$ cat src/hw/rtl/evad_pkg.sv
// Shared types, widths, register codes and reset values for the energy VAD endpointer.
// No dependencies; every other file refers to it by scoped names.
`default_nettype none

package evad_pkg;

    localparam int MAX_FRAME_DEF = 1024;

    localparam int SAMPLE_W   = 16;
    localparam int SQ_W       = 31;   // square of a 16-bit sample, at most 2**30
    localparam int LEN_W      = 11;
    localparam int THR_W      = 30;
    localparam int SIL_W      = 8;
    localparam int CNT_W      = 24;
    localparam int CFG_IDX_W  = 3;
    localparam int CFG_DATA_W = 30;
    localparam int CAUSE_W    = 2;

    localparam logic [LEN_W-1:0] FRAME_LEN_RST      = LEN_W'(160);
    localparam logic [THR_W-1:0] ENERGY_THR_RST     = THR_W'(100000);
    localparam logic [SIL_W-1:0] SILENCE_FRAMES_RST = SIL_W'(30);
    localparam logic [CNT_W-1:0] MIN_SAMPLES_RST    = CNT_W'(8000);
    localparam logic [CNT_W-1:0] MAX_LEN_RST        = CNT_W'(160000);

    typedef enum logic [CFG_IDX_W-1:0] {
        REG_FRAME_LEN      = 3'd0,
        REG_ENERGY_THR     = 3'd1,
        REG_SILENCE_FRAMES = 3'd2,
        REG_MIN_SAMPLES    = 3'd3,
        REG_MAX_LEN        = 3'd4
    } t_cfg_reg;

    typedef enum logic [CAUSE_W-1:0] {
        CAUSE_NONE    = 2'd0,
        CAUSE_SILENCE = 2'd1,
        CAUSE_MAX_LEN = 2'd2
    } t_end_cause;

    // Utterance end limits handed from the register block to the datapath.
    typedef struct packed {
        logic [SIL_W-1:0] silence_frames;
        logic [CNT_W-1:0] min_samples;
        logic [CNT_W-1:0] max_len;
    } t_cfg_lim;

endpackage

`default_nettype wire

$ cat src/hw/rtl/evad_cfg.sv
// Configuration registers, effective frame length and the registered
// threshold-times-length product. Depends on evad_pkg.
`default_nettype none

module evad_cfg #(
    parameter int MAX_FRAME = evad_pkg::MAX_FRAME_DEF,
    parameter int LEN_EFF_W = $clog2(MAX_FRAME + 1),
    parameter int SUM_W     = evad_pkg::SQ_W + $clog2(MAX_FRAME)
) (
    input  wire logic                             i_clk,
    input  wire logic                             i_rst_n,
    input  wire logic                             i_cfg_we,
    input  wire logic [evad_pkg::CFG_IDX_W-1:0]   i_cfg_idx,
    input  wire logic [evad_pkg::CFG_DATA_W-1:0]  i_cfg_data,
    output logic      [LEN_EFF_W-1:0]             o_eff_len,
    output logic      [SUM_W-1:0]                 o_thr_len,
    output evad_pkg::t_cfg_lim                    o_lim
);

    logic [evad_pkg::LEN_W-1:0] r_frame_len;
    logic [evad_pkg::THR_W-1:0] r_energy_thr;
    logic [evad_pkg::SIL_W-1:0] r_silence_frames;
    logic [evad_pkg::CNT_W-1:0] r_min_samples;
    logic [evad_pkg::CNT_W-1:0] r_max_len;
    logic [SUM_W-1:0]           r_thr_len;
    logic [LEN_EFF_W-1:0]       w_eff_len;

    always_ff @(posedge i_clk) begin
        if (!i_rst_n) begin
            r_frame_len      <= evad_pkg::FRAME_LEN_RST;
            r_energy_thr     <= evad_pkg::ENERGY_THR_RST;
            r_silence_frames <= evad_pkg::SILENCE_FRAMES_RST;
            r_min_samples    <= evad_pkg::MIN_SAMPLES_RST;
            r_max_len        <= evad_pkg::MAX_LEN_RST;
        end else if (i_cfg_we) begin
            case (evad_pkg::t_cfg_reg'(i_cfg_idx))
                evad_pkg::REG_FRAME_LEN: begin
                    r_frame_len <= i_cfg_data[evad_pkg::LEN_W-1:0];
                end
                evad_pkg::REG_ENERGY_THR: begin
                    r_energy_thr <= i_cfg_data[evad_pkg::THR_W-1:0];
                end
                evad_pkg::REG_SILENCE_FRAMES: begin
                    r_silence_frames <= i_cfg_data[evad_pkg::SIL_W-1:0];
                end
                evad_pkg::REG_MIN_SAMPLES: begin
                    r_min_samples <= i_cfg_data[evad_pkg::CNT_W-1:0];
                end
                evad_pkg::REG_MAX_LEN: begin
                    r_max_len <= i_cfg_data[evad_pkg::CNT_W-1:0];
                end
                default: begin
                end
            endcase
        end
    end

    // Clamp the frame length into 1..MAX_FRAME.
    always_comb begin
        if (r_frame_len == '0) begin
            w_eff_len = LEN_EFF_W'(1);
        end else if (32'(r_frame_len) > 32'(MAX_FRAME)) begin
            w_eff_len = LEN_EFF_W'(MAX_FRAME);
        end else begin
            w_eff_len = LEN_EFF_W'(r_frame_len);
        end
    end

    // Compare sum >= threshold * len instead of dividing the sum.
    always_ff @(posedge i_clk) begin
        r_thr_len <= SUM_W'(r_energy_thr) * SUM_W'(w_eff_len);
    end

    assign o_eff_len            = w_eff_len;
    assign o_thr_len            = r_thr_len;
    assign o_lim.silence_frames = r_silence_frames;
    assign o_lim.min_samples    = r_min_samples;
    assign o_lim.max_len        = r_max_len;

endmodule

`default_nettype wire

$ cat src/hw/rtl/energy_vad_endpointer_core.sv
// Energy-based voice activity detector with utterance endpointer, top level.
// Depends on evad_pkg and evad_cfg.
//
//   channel  | handshake                    | payload
//   ---------+------------------------------+-------------------------------------------
//   in       | i_in_valid / o_in_stall      | i_sample
//   out      | o_out_valid / i_out_stall    | o_sample_out, o_frame_done, o_frame_speech,
//            |                              | o_utterance_last, o_end_cause
//   cfg      | i_cfg_we (no wait)           | i_cfg_idx, i_cfg_data
//
// One item per cycle sustained while the output is not stalled; an accepted item passes through
// the square register at the input and then the result register before its result is valid.
// The frame, silence and count state updates once per item as it moves into the result register.
// Synchronous active-low reset clears the counters and the valid flags and loads register defaults.
// The input stalls only while the input register is full and the result register is held.
`default_nettype none

module energy_vad_endpointer_core #(
    parameter int MAX_FRAME = evad_pkg::MAX_FRAME_DEF
) (
    input  wire logic                                i_clk,
    input  wire logic                                i_rst_n,
    input  wire logic                                i_in_valid,
    output logic                                     o_in_stall,
    input  wire logic signed [evad_pkg::SAMPLE_W-1:0] i_sample,
    output logic                                     o_out_valid,
    input  wire logic                                i_out_stall,
    output logic signed [evad_pkg::SAMPLE_W-1:0]     o_sample_out,
    output logic                                     o_frame_done,
    output logic                                     o_frame_speech,
    output logic                                     o_utterance_last,
    output logic [evad_pkg::CAUSE_W-1:0]             o_end_cause,
    input  wire logic                                i_cfg_we,
    input  wire logic [evad_pkg::CFG_IDX_W-1:0]      i_cfg_idx,
    input  wire logic [evad_pkg::CFG_DATA_W-1:0]     i_cfg_data
);

    localparam int LEN_EFF_W = $clog2(MAX_FRAME + 1);
    localparam int FP_W      = $clog2(MAX_FRAME);
    localparam int SUM_W     = evad_pkg::SQ_W + $clog2(MAX_FRAME);

    logic [LEN_EFF_W-1:0] w_eff_len;
    logic [SUM_W-1:0]     w_thr_len;
    evad_pkg::t_cfg_lim   w_lim;

    evad_cfg #(
        .MAX_FRAME (MAX_FRAME),
        .LEN_EFF_W (LEN_EFF_W),
        .SUM_W     (SUM_W)
    ) u_cfg (
        .i_clk      (i_clk),
        .i_rst_n    (i_rst_n),
        .i_cfg_we   (i_cfg_we),
        .i_cfg_idx  (i_cfg_idx),
        .i_cfg_data (i_cfg_data),
        .o_eff_len  (w_eff_len),
        .o_thr_len  (w_thr_len),
        .o_lim      (w_lim)
    );

    // Input register: sample and its square.
    logic                                r_s1_valid;
    logic signed [evad_pkg::SAMPLE_W-1:0] r_s1_sample;
    logic [evad_pkg::SQ_W-1:0]           r_s1_sq;
    logic signed [31:0]                  w_sq_full;

    // Running state.
    logic [SUM_W-1:0]           r_energy_sum;
    logic [FP_W-1:0]            r_frame_pos;
    logic [evad_pkg::SIL_W-1:0] r_silence_run;
    logic [evad_pkg::CNT_W-1:0] r_sample_count;
    logic [SUM_W-1:0]           n_energy_sum;
    logic [FP_W-1:0]            n_frame_pos;
    logic [evad_pkg::SIL_W-1:0] n_silence_run;
    logic [evad_pkg::CNT_W-1:0] n_sample_count;

    // Result register.
    logic                                r_out_valid;
    logic signed [evad_pkg::SAMPLE_W-1:0] r_out_sample;
    logic                                r_out_done;
    logic                                r_out_speech;
    logic                                r_out_last;
    evad_pkg::t_end_cause                r_out_cause;

    logic                       w_in_acc;
    logic                       w_move;
    logic [SUM_W-1:0]           w_sum;
    logic [LEN_EFF_W-1:0]       w_pos_inc;
    logic                       w_done;
    logic                       w_speech;
    logic [evad_pkg::SIL_W-1:0] w_sil_upd;
    logic [evad_pkg::CNT_W-1:0] w_cnt;
    evad_pkg::t_end_cause       w_cause;
    logic                       w_last;

    assign w_move     = r_s1_valid && (!r_out_valid || !i_out_stall);
    assign o_in_stall = r_s1_valid && !w_move;
    assign w_in_acc   = i_in_valid && !o_in_stall;
    assign w_sq_full  = i_sample * i_sample;

    always_ff @(posedge i_clk) begin
        if (!i_rst_n) begin
            r_s1_valid <= 1'b0;
        end else if (w_in_acc) begin
            r_s1_valid <= 1'b1;
        end else if (w_move) begin
            r_s1_valid <= 1'b0;
        end
    end

    always_ff @(posedge i_clk) begin
        if (w_in_acc) begin
            r_s1_sample <= i_sample;
            r_s1_sq     <= w_sq_full[evad_pkg::SQ_W-1:0];
        end
    end

    always_comb begin
        w_sum     = r_energy_sum + SUM_W'(r_s1_sq);
        w_pos_inc = LEN_EFF_W'(r_frame_pos) + LEN_EFF_W'(1);
        w_done    = (w_pos_inc >= w_eff_len);
        w_speech  = w_done && (w_sum >= w_thr_len);
        w_cnt     = (r_sample_count != '1) ? r_sample_count + 1'b1 : r_sample_count;

        // Clear on speech, count up and saturate on a quiet frame.
        if (w_speech) begin
            w_sil_upd = '0;
        end else if (r_silence_run != '1) begin
            w_sil_upd = r_silence_run + 1'b1;
        end else begin
            w_sil_upd = r_silence_run;
        end

        // Silence wins when both end conditions hold.
        w_cause = evad_pkg::CAUSE_NONE;
        if (w_done) begin
            if (!w_speech && (w_sil_upd > w_lim.silence_frames)
                    && (w_cnt > w_lim.min_samples)) begin
                w_cause = evad_pkg::CAUSE_SILENCE;
            end else if (w_cnt >= w_lim.max_len) begin
                w_cause = evad_pkg::CAUSE_MAX_LEN;
            end
        end
        w_last = (w_cause != evad_pkg::CAUSE_NONE);

        n_energy_sum   = w_done ? '0 : w_sum;
        n_frame_pos    = w_done ? '0 : w_pos_inc[FP_W-1:0];
        n_silence_run  = !w_done ? r_silence_run : (w_last ? '0 : w_sil_upd);
        n_sample_count = w_last ? '0 : w_cnt;
    end

    always_ff @(posedge i_clk) begin
        if (!i_rst_n) begin
            r_energy_sum   <= '0;
            r_frame_pos    <= '0;
            r_silence_run  <= '0;
            r_sample_count <= '0;
        end else if (w_move) begin
            r_energy_sum   <= n_energy_sum;
            r_frame_pos    <= n_frame_pos;
            r_silence_run  <= n_silence_run;
            r_sample_count <= n_sample_count;
        end
    end

    always_ff @(posedge i_clk) begin
        if (!i_rst_n) begin
            r_out_valid <= 1'b0;
        end else if (w_move) begin
            r_out_valid <= 1'b1;
        end else if (!i_out_stall) begin
            r_out_valid <= 1'b0;
        end
    end

    always_ff @(posedge i_clk) begin
        if (w_move) begin
            r_out_sample <= r_s1_sample;
            r_out_done   <= w_done;
            r_out_speech <= w_speech;
            r_out_last   <= w_last;
            r_out_cause  <= w_cause;
        end
    end

    assign o_out_valid      = r_out_valid;
    assign o_sample_out     = r_out_sample;
    assign o_frame_done     = r_out_done;
    assign o_frame_speech   = r_out_speech;
    assign o_utterance_last = r_out_last;
    assign o_end_cause      = r_out_cause;

    // An utterance only ends on a frame boundary.
    a_last_on_frame: assert property (@(posedge i_clk) disable iff (!i_rst_n)
        (o_out_valid && o_utterance_last) |-> o_frame_done)
        else $error("utterance end without frame end");

    // A cause is reported exactly when the utterance ends.
    a_cause_with_last: assert property (@(posedge i_clk) disable iff (!i_rst_n)
        o_out_valid |-> ((o_end_cause != evad_pkg::CAUSE_NONE) == o_utterance_last))
        else $error("end cause and utterance end disagree");

    // Closing a frame leaves an empty frame behind.
    a_frame_clear: assert property (@(posedge i_clk) disable iff (!i_rst_n)
        (w_move && w_done) |=> (r_energy_sum == '0 && r_frame_pos == '0))
        else $error("frame state not cleared at frame end");

    // Ending an utterance restarts the sample count and the silence run.
    a_utt_clear: assert property (@(posedge i_clk) disable iff (!i_rst_n)
        (w_move && w_last) |=> (r_sample_count == '0 && r_silence_run == '0))
        else $error("utterance state not cleared at utterance end");

endmodule

`default_nettype wire
$ cat config.mk
export PLATFORM = sky130hd
export DESIGN_NAME = energy_vad_endpointer_core
export DESIGN_NICKNAME = d
export VERILOG_FILES = /design/src/hw/rtl/evad_pkg.sv /design/src/hw/rtl/evad_cfg.sv /design/src/hw/rtl/energy_vad_endpointer_core.sv
export SDC_FILE = /design/constraint.sdc
export NUM_CORES = 2
export LEC_CHECK = 0
export BUFFER_PORTS_ARGS = -buffer_cell sky130_fd_sc_hd__buf_2
export CORE_UTILIZATION = 30
export CTS_CLUSTER_SIZE = 20
export DETAILED_ROUTE_END_ITERATION = 8
export SETUP_SLACK_MARGIN = 0.1
export SLEW_MARGIN = 15
export SYNTH_ARGS = -nofsm -noshare
export SYNTH_HDL_FRONTEND = slang
export SYNTH_HIERARCHICAL = 1
export SYNTH_SLANG_ARGS = --single-unit
$ cat constraint.sdc
create_clock -name i_clk -period 18.84 [get_ports i_clk]
set_clock_uncertainty 0.2 [all_clocks]
set_input_delay 1.884 -clock i_clk [delete_from_list [all_inputs] [get_ports i_clk]]
set_output_delay 1.884 -clock i_clk [all_outputs]
set_load 0.005 [all_outputs]
Yosys cells after proc, flatten, opt, wreduce, memory -nomap -nowiden. Cells that the tools add are included.

Eq/ne operators: 7. Multipliers: 2. $add $sub $neg: 4. Order comparisons: 6. Reductions and logical operators: 22. Multiplexer cells: 16.

Operator list (number): $mux 24 (2); $add 41x31->41 (1); $ge 41x41->1 (1); $mul 30x11->41 (1); $mux 41 (1); $mul 16x16->31 (1); $add 24x1->24 const B (1); $ge 24x24->1 (1); $gt 24x24->1 (1); $mux 8 (3); $ne 24x24->1 const B (1); $mux 11 (2); $reduce_and 2->1 (6); $add 10x1->11 const B (1); $ge 11x11->1 (1); $gt 11x11->1 const B (1); $logic_not 11->1 (1); $mux 10 (1); $add 8x1->8 const B (1); $gt 8x8->1 (1); $ne 8x8->1 const B (1); $eq 3x2->1 const B (2); $logic_and 1x1->1 (6); $mux 2 (3); 8 further kinds (16).

Word-level logic and storage cells: 76. Input port bits: 54. Bits in registers: 291.

Depth between registers and ports, before layout.
Depth after elaboration: 13. Mapped depth: 31.

Cells and area by module. Netlist, hierarchy kept.

By module, submodules not included: energy_vad_endpointer_core (area each 19133.4 sq um, cells each 2108, times used 1); evad_cfg (area each 14868.0 sq um, cells each 1733, times used 1).

Worst setup path before layout. Ideal clock, no wire load.

Path type: input port to flip-flop. Start: input i_sample[1] (netlist bit). End: register r_s1_sq[30] (netlist bit) (data pin). Stages on the path: 22. Arrival: 7936 ps. Slack: 10445 ps. Cell sequence: clkbuf_1 clkbuf_1 nand2_1 inv_1 fa_1 fa_1 inv_1 fa_1 inv_1 fa_1 fa_1 fa_1 ha_1 and3_1 and4_1 a2111oi_4 a21boi_1 nor2b_1 o41ai_4 o2111ai_1 a21oi_1 xnor2_1.

Longest elaborated chain between the ends: 1.

Ends and longest elaborated chain: start, declared (RTL line energy_vad_endpointer_core.sv:25) `input wire logic signed [evad_pkg::SAMPLE_W-1:0] i_sample,`; $mul 16x16->31 (RTL line energy_vad_endpointer_core.sv:99) `assign w_sq_full = i_sample * i_sample;`; net w_sq_full[30] (RTL line energy_vad_endpointer_core.sv:65) `logic signed [31:0] w_sq_full;`; end signal, assigned (RTL line energy_vad_endpointer_core.sv:114) `r_s1_sq <= w_sq_full[evad_pkg::SQ_W-1:0];`; end, declared (RTL line energy_vad_endpointer_core.sv:64) `logic [evad_pkg::SQ_W-1:0] r_s1_sq;`.

The timed path passes the listed nets, and every way through them passes these cells. A chain may end at the register's enable or synchronous reset.

Worst setup path in the final report.
Start: input i_sample[15] (netlist bit). End: register r_s1_sq[30] (netlist bit) (data pin).

Same word-level chain as after synthesis.

==> impl_metrics.csv <==
group,metric,value,unit
setup_path,critPathRequiredTime,18.93,ns
timing,finalCriticalPeriod,8.37,ns
setup_path,cp_max_fo,24,
die,die_h,339,microns
finish,final_util,33.0,%
finish,final_common_cell,"inv_1",
synth,synth_top_flop_cell,"dfxtp_1",
synth,syn_inst,3841,
timing,tightest_slew,1.13,ns
synth,synth-simple-area-share,16.7,%
synth,synth_compound_area_share,11.0,%
placed_design,hpwl,66.2,mm
finish,diodes,0,
drt,dr.pass1.iters,5,
grt,globalRoute.totalOverflow,0,
setup_path,cp.arrival,8.46,ns
drt,drt_iter0_drc,1363,
timing,timing.setup.tns,0,ns
die,dieWidth,339,microns
synth,avgSynthCellArea,8.85,sq um
power_and_ir_drop,power_leakage,17.6,nW
die,design.die.area,115000,sq um
drt,drc,0,
power_and_ir_drop,power_switching,2.24,mW
grt,grt_first_pass_wirelength,138,mm
timing,layout_setup_ws,10.47,ns
synth,yosysWarnings,6,
placed_design,place_congestion,0.866,
die,initial_core_util,30.2,%
power_and_ir_drop,p_int,2.78,mW
flow_run,maxCapViolations,0,
clock_network,postCtsHoldBufs,0,
worst_hold_path,hold_path.class,"reg2reg",
clock_network,path_clk_slew,0.06,ns
finish,drive_above_1_share,5.00,%
drt,drt_wl_total,84.3,mm
power_and_ir_drop,p_per_area,136,nW/um^2
grt,grt_pass1_vias,26000,
power_and_ir_drop,ir_worst_vdd,186,uV
placed_design,place_ws,9.85,ns
synth,synthAdderAreaFrac,39.8,%
finish,final_cell_mix,"inv_1 (688), nand2_1 (559), fa_1 (484)",
timing,setup_viol,0,
clock_network,clk-insertion-delay-late,0.56,ns
clock_network,cts_setup_buffers,0,
power_and_ir_drop,netSwitchingFraction,44.6,%
grt,grt_start_max_net_pins,59,
setup_path,slowest_delay,0.59,ns
clock_network,post_cts_resized,0,
clock_network,ctsRootBufferMaster,"clkbuf_16",
setup_path,crit_path_start_kind,"primary input",
synth,synth_top_cell_area_share,28.5,%
drt,routedWlPerCell,15.8,microns
timing,timing.final.crit_share,44.4,%
synth,yosysSeqAreaShare,19.0,%
synth,synthMuxAreaShare,0.0626,%
setup_path,slowest_stage,"fa_1",
finish,final_cells,5337,
grt,grt.total_usage,14.8,%
drt,viasPerCell,4.76,
synth,yosysTopAreaCell,"fa_1",
placed_design,port-buffer-count,76,
grt,antenna_found_initial,0,
synth,synth_xor_xnor_area_share,3.99,%
clock_network,cts_tree,"done",
setup_path,critPathKind,"in2reg",
power_and_ir_drop,pwr-share-clk,14.5,%
finish,n_fill_cell,11700,
die,io_pins,77,
power_and_ir_drop,combPwrFrac,67.7,%
finish,area_growth,9.03,%
synth,ys_types,84,
clock_network,h-tree-depth,2,
status,status,"finished, final reports clean",
synth,synthTopCellsByArea,"fa_1 (28%), dfxtp_1 (13%), ha_1 (11%)",
synth,async_reset_ff_share,0,%
synth,synth_enable_flop_cells,66,
synth,synth_top_family_by_area,"adder cells",
setup_path,path_cells,"buf_2 > clkinv_1 > nor2_1 > fa_1 > fa_1 > inv_1 > fa_1 > inv_1 > fa_1 > fa_1 > fa_1 > ha_1 > and3_1 > and4_1 > a2111oi_4 > a21boi_1 > nor2b_1 > o41ai_4 > o2111ai_1 > a21oi_1 > xnor2_1",
clock_network,cts_buffer_depth,3,
timing,max_freq,119,MHz
clock_network,clock_sinks,289,
synth,syn_area,34000,sq um
timing,max_slew_margin,24.7,%
synth,ys_ff_latch,289,
timing,hold_viol,0,
placed_design,dp_cells,5276,
clock_network,numCtsBuffers,34,
power_and_ir_drop,seqPwrFrac,17.8,%
drt,num_vias,25400,
drt,antenna_left,0,
finish,nNetsFinal,4656,
timing,rsz0062_at_grt,"no",
die,core,112000,sq um
setup_path,cpMostUsedCell,"fa_1",
synth,syn_nets,4685,
timing,finalMaxSlewViolations,0,
setup_path,cp-end-kind,"flip-flop",
die,rows,123,
==> layout make-up <==
cell class	count	area, sq um	share of cell area, %
tap	1500	1880	5.06
clock buffer	49	1040	2.81
sequential	289	6450	17.4
multi-input combinational	2697	24400	65.8
clock inverter	12	173	0.466
inverter	690	2590	6.99
timing repair buffer	100	561	1.51
==> path summary, 6_finish.rpt <==
| check | startpoint | to | slack [ns] | cells after the start |
|---|---|---|---|---|
| worst max-delay path | i_sample[15] | r_s1_sq[30] | 10.47 | 21 |
| worst min register to register | r_s1_sample[4] | o_sample_out[4] | 0.22 | 0 |
| worst max register to register | r_s1_sq[3] | r_silence_run[1] | 10.56 | 26 |
| worst min-delay path | r_s1_sample[4] | o_sample_out[4] | 0.22 | 0 |
==> cell families (layout without fill, tap and decap cells) <==
family                     Yosys count  after routing
AOI/OAI and AO/OA                  546            546
and+or+nand+nor                   1204           1204
muxes                                2              2
xor gates and xnor gates           155            155
DFF                                289            289
buffers and inverters              855            851
adders and majority gates          790            790
==> metal layers <==
layer / global-route usage, % / vias to the layer above / routed length [microns]
met5: 0 / - / 0
li1: - / 12200 / -
met1: 20.4 / 12600 / 39300
met3: 1.87 / 102 / 3900
met2: 24.6 / 561 / 39700
met4: 2.98 / 0 / 1380
==> cells in the mapped netlist (14+ instances only) <==
library cell	count
nor2_1	136
o211ai_1	15
a21o_1	44
a21oi_1	158
o21ai_0	74
xor2_1	53
clkbuf_1	152
a31oi_1	17
edfxtp_1	66
nor2b_1	28
o21a_1	14
ha_1	306
nand2_1	560
o21bai_1	14
a21boi_0	78
xnor2_1	102
nand4_1	36
nand2b_1	20
a22oi_1	14
inv_1	689
fa_1	484
a32o_1	16
and2_1	184
dfxtp_1	223
nor3_1	22
nand3_1	99
and3_1	67
==> registers in the layout, summed over array words and instances (netlist names) <==
signal	flops
o_end_cause	2
o_frame_done	1
o_frame_speech	1
o_out_valid	1
o_sample_out	16
o_utterance_last	1
r_energy_sum	41
r_frame_pos	10
r_s1_sample	16
r_s1_sq	29
r_s1_valid	1
r_sample_count	24
r_silence_run	8
u_cfg/o_thr_len	41
u_cfg/r_energy_thr	30
u_cfg/r_frame_len	11
u_cfg/r_max_len	24
u_cfg/r_min_samples	24
u_cfg/r_silence_frames	8
==> power groups by stage <==
stage	sequential [mW]	combinational, mW	clock (mW)
floorplan	0.890	2.69	0
global placement	0.908	3.38	0
detailed placement	0.907	3.42	0
CTS	0.896	3.44	0.746
global route	0.902	3.85	0.772
finish	0.895	3.41	0.727
==> per-stage QoR <==
step | power [mW] | instance area, sq um | hold WS, ns
global placement | 4.29 | 35900 | 0.202
floorplan | 3.58 | 34000 | 0.200
global route | 5.52 | 37100 | 0.224
finish | 5.03 | 37100 | 0.219
detailed placement | 4.33 | 35900 | 0.206
CTS | 5.09 | 37100 | 0.221
==> critical path, delay by kind of cell <==
family	cells	cell delay, ns
AND/OR/NAND/NOR	4	0.91
XOR/XNOR	1	0.08
AO/OA/AOI/OAI	5	1.23
buffers and inverters	4	0.86
adder cells (fa/ha/maj)	7	3.48
(Power assumes the default switching activity.)
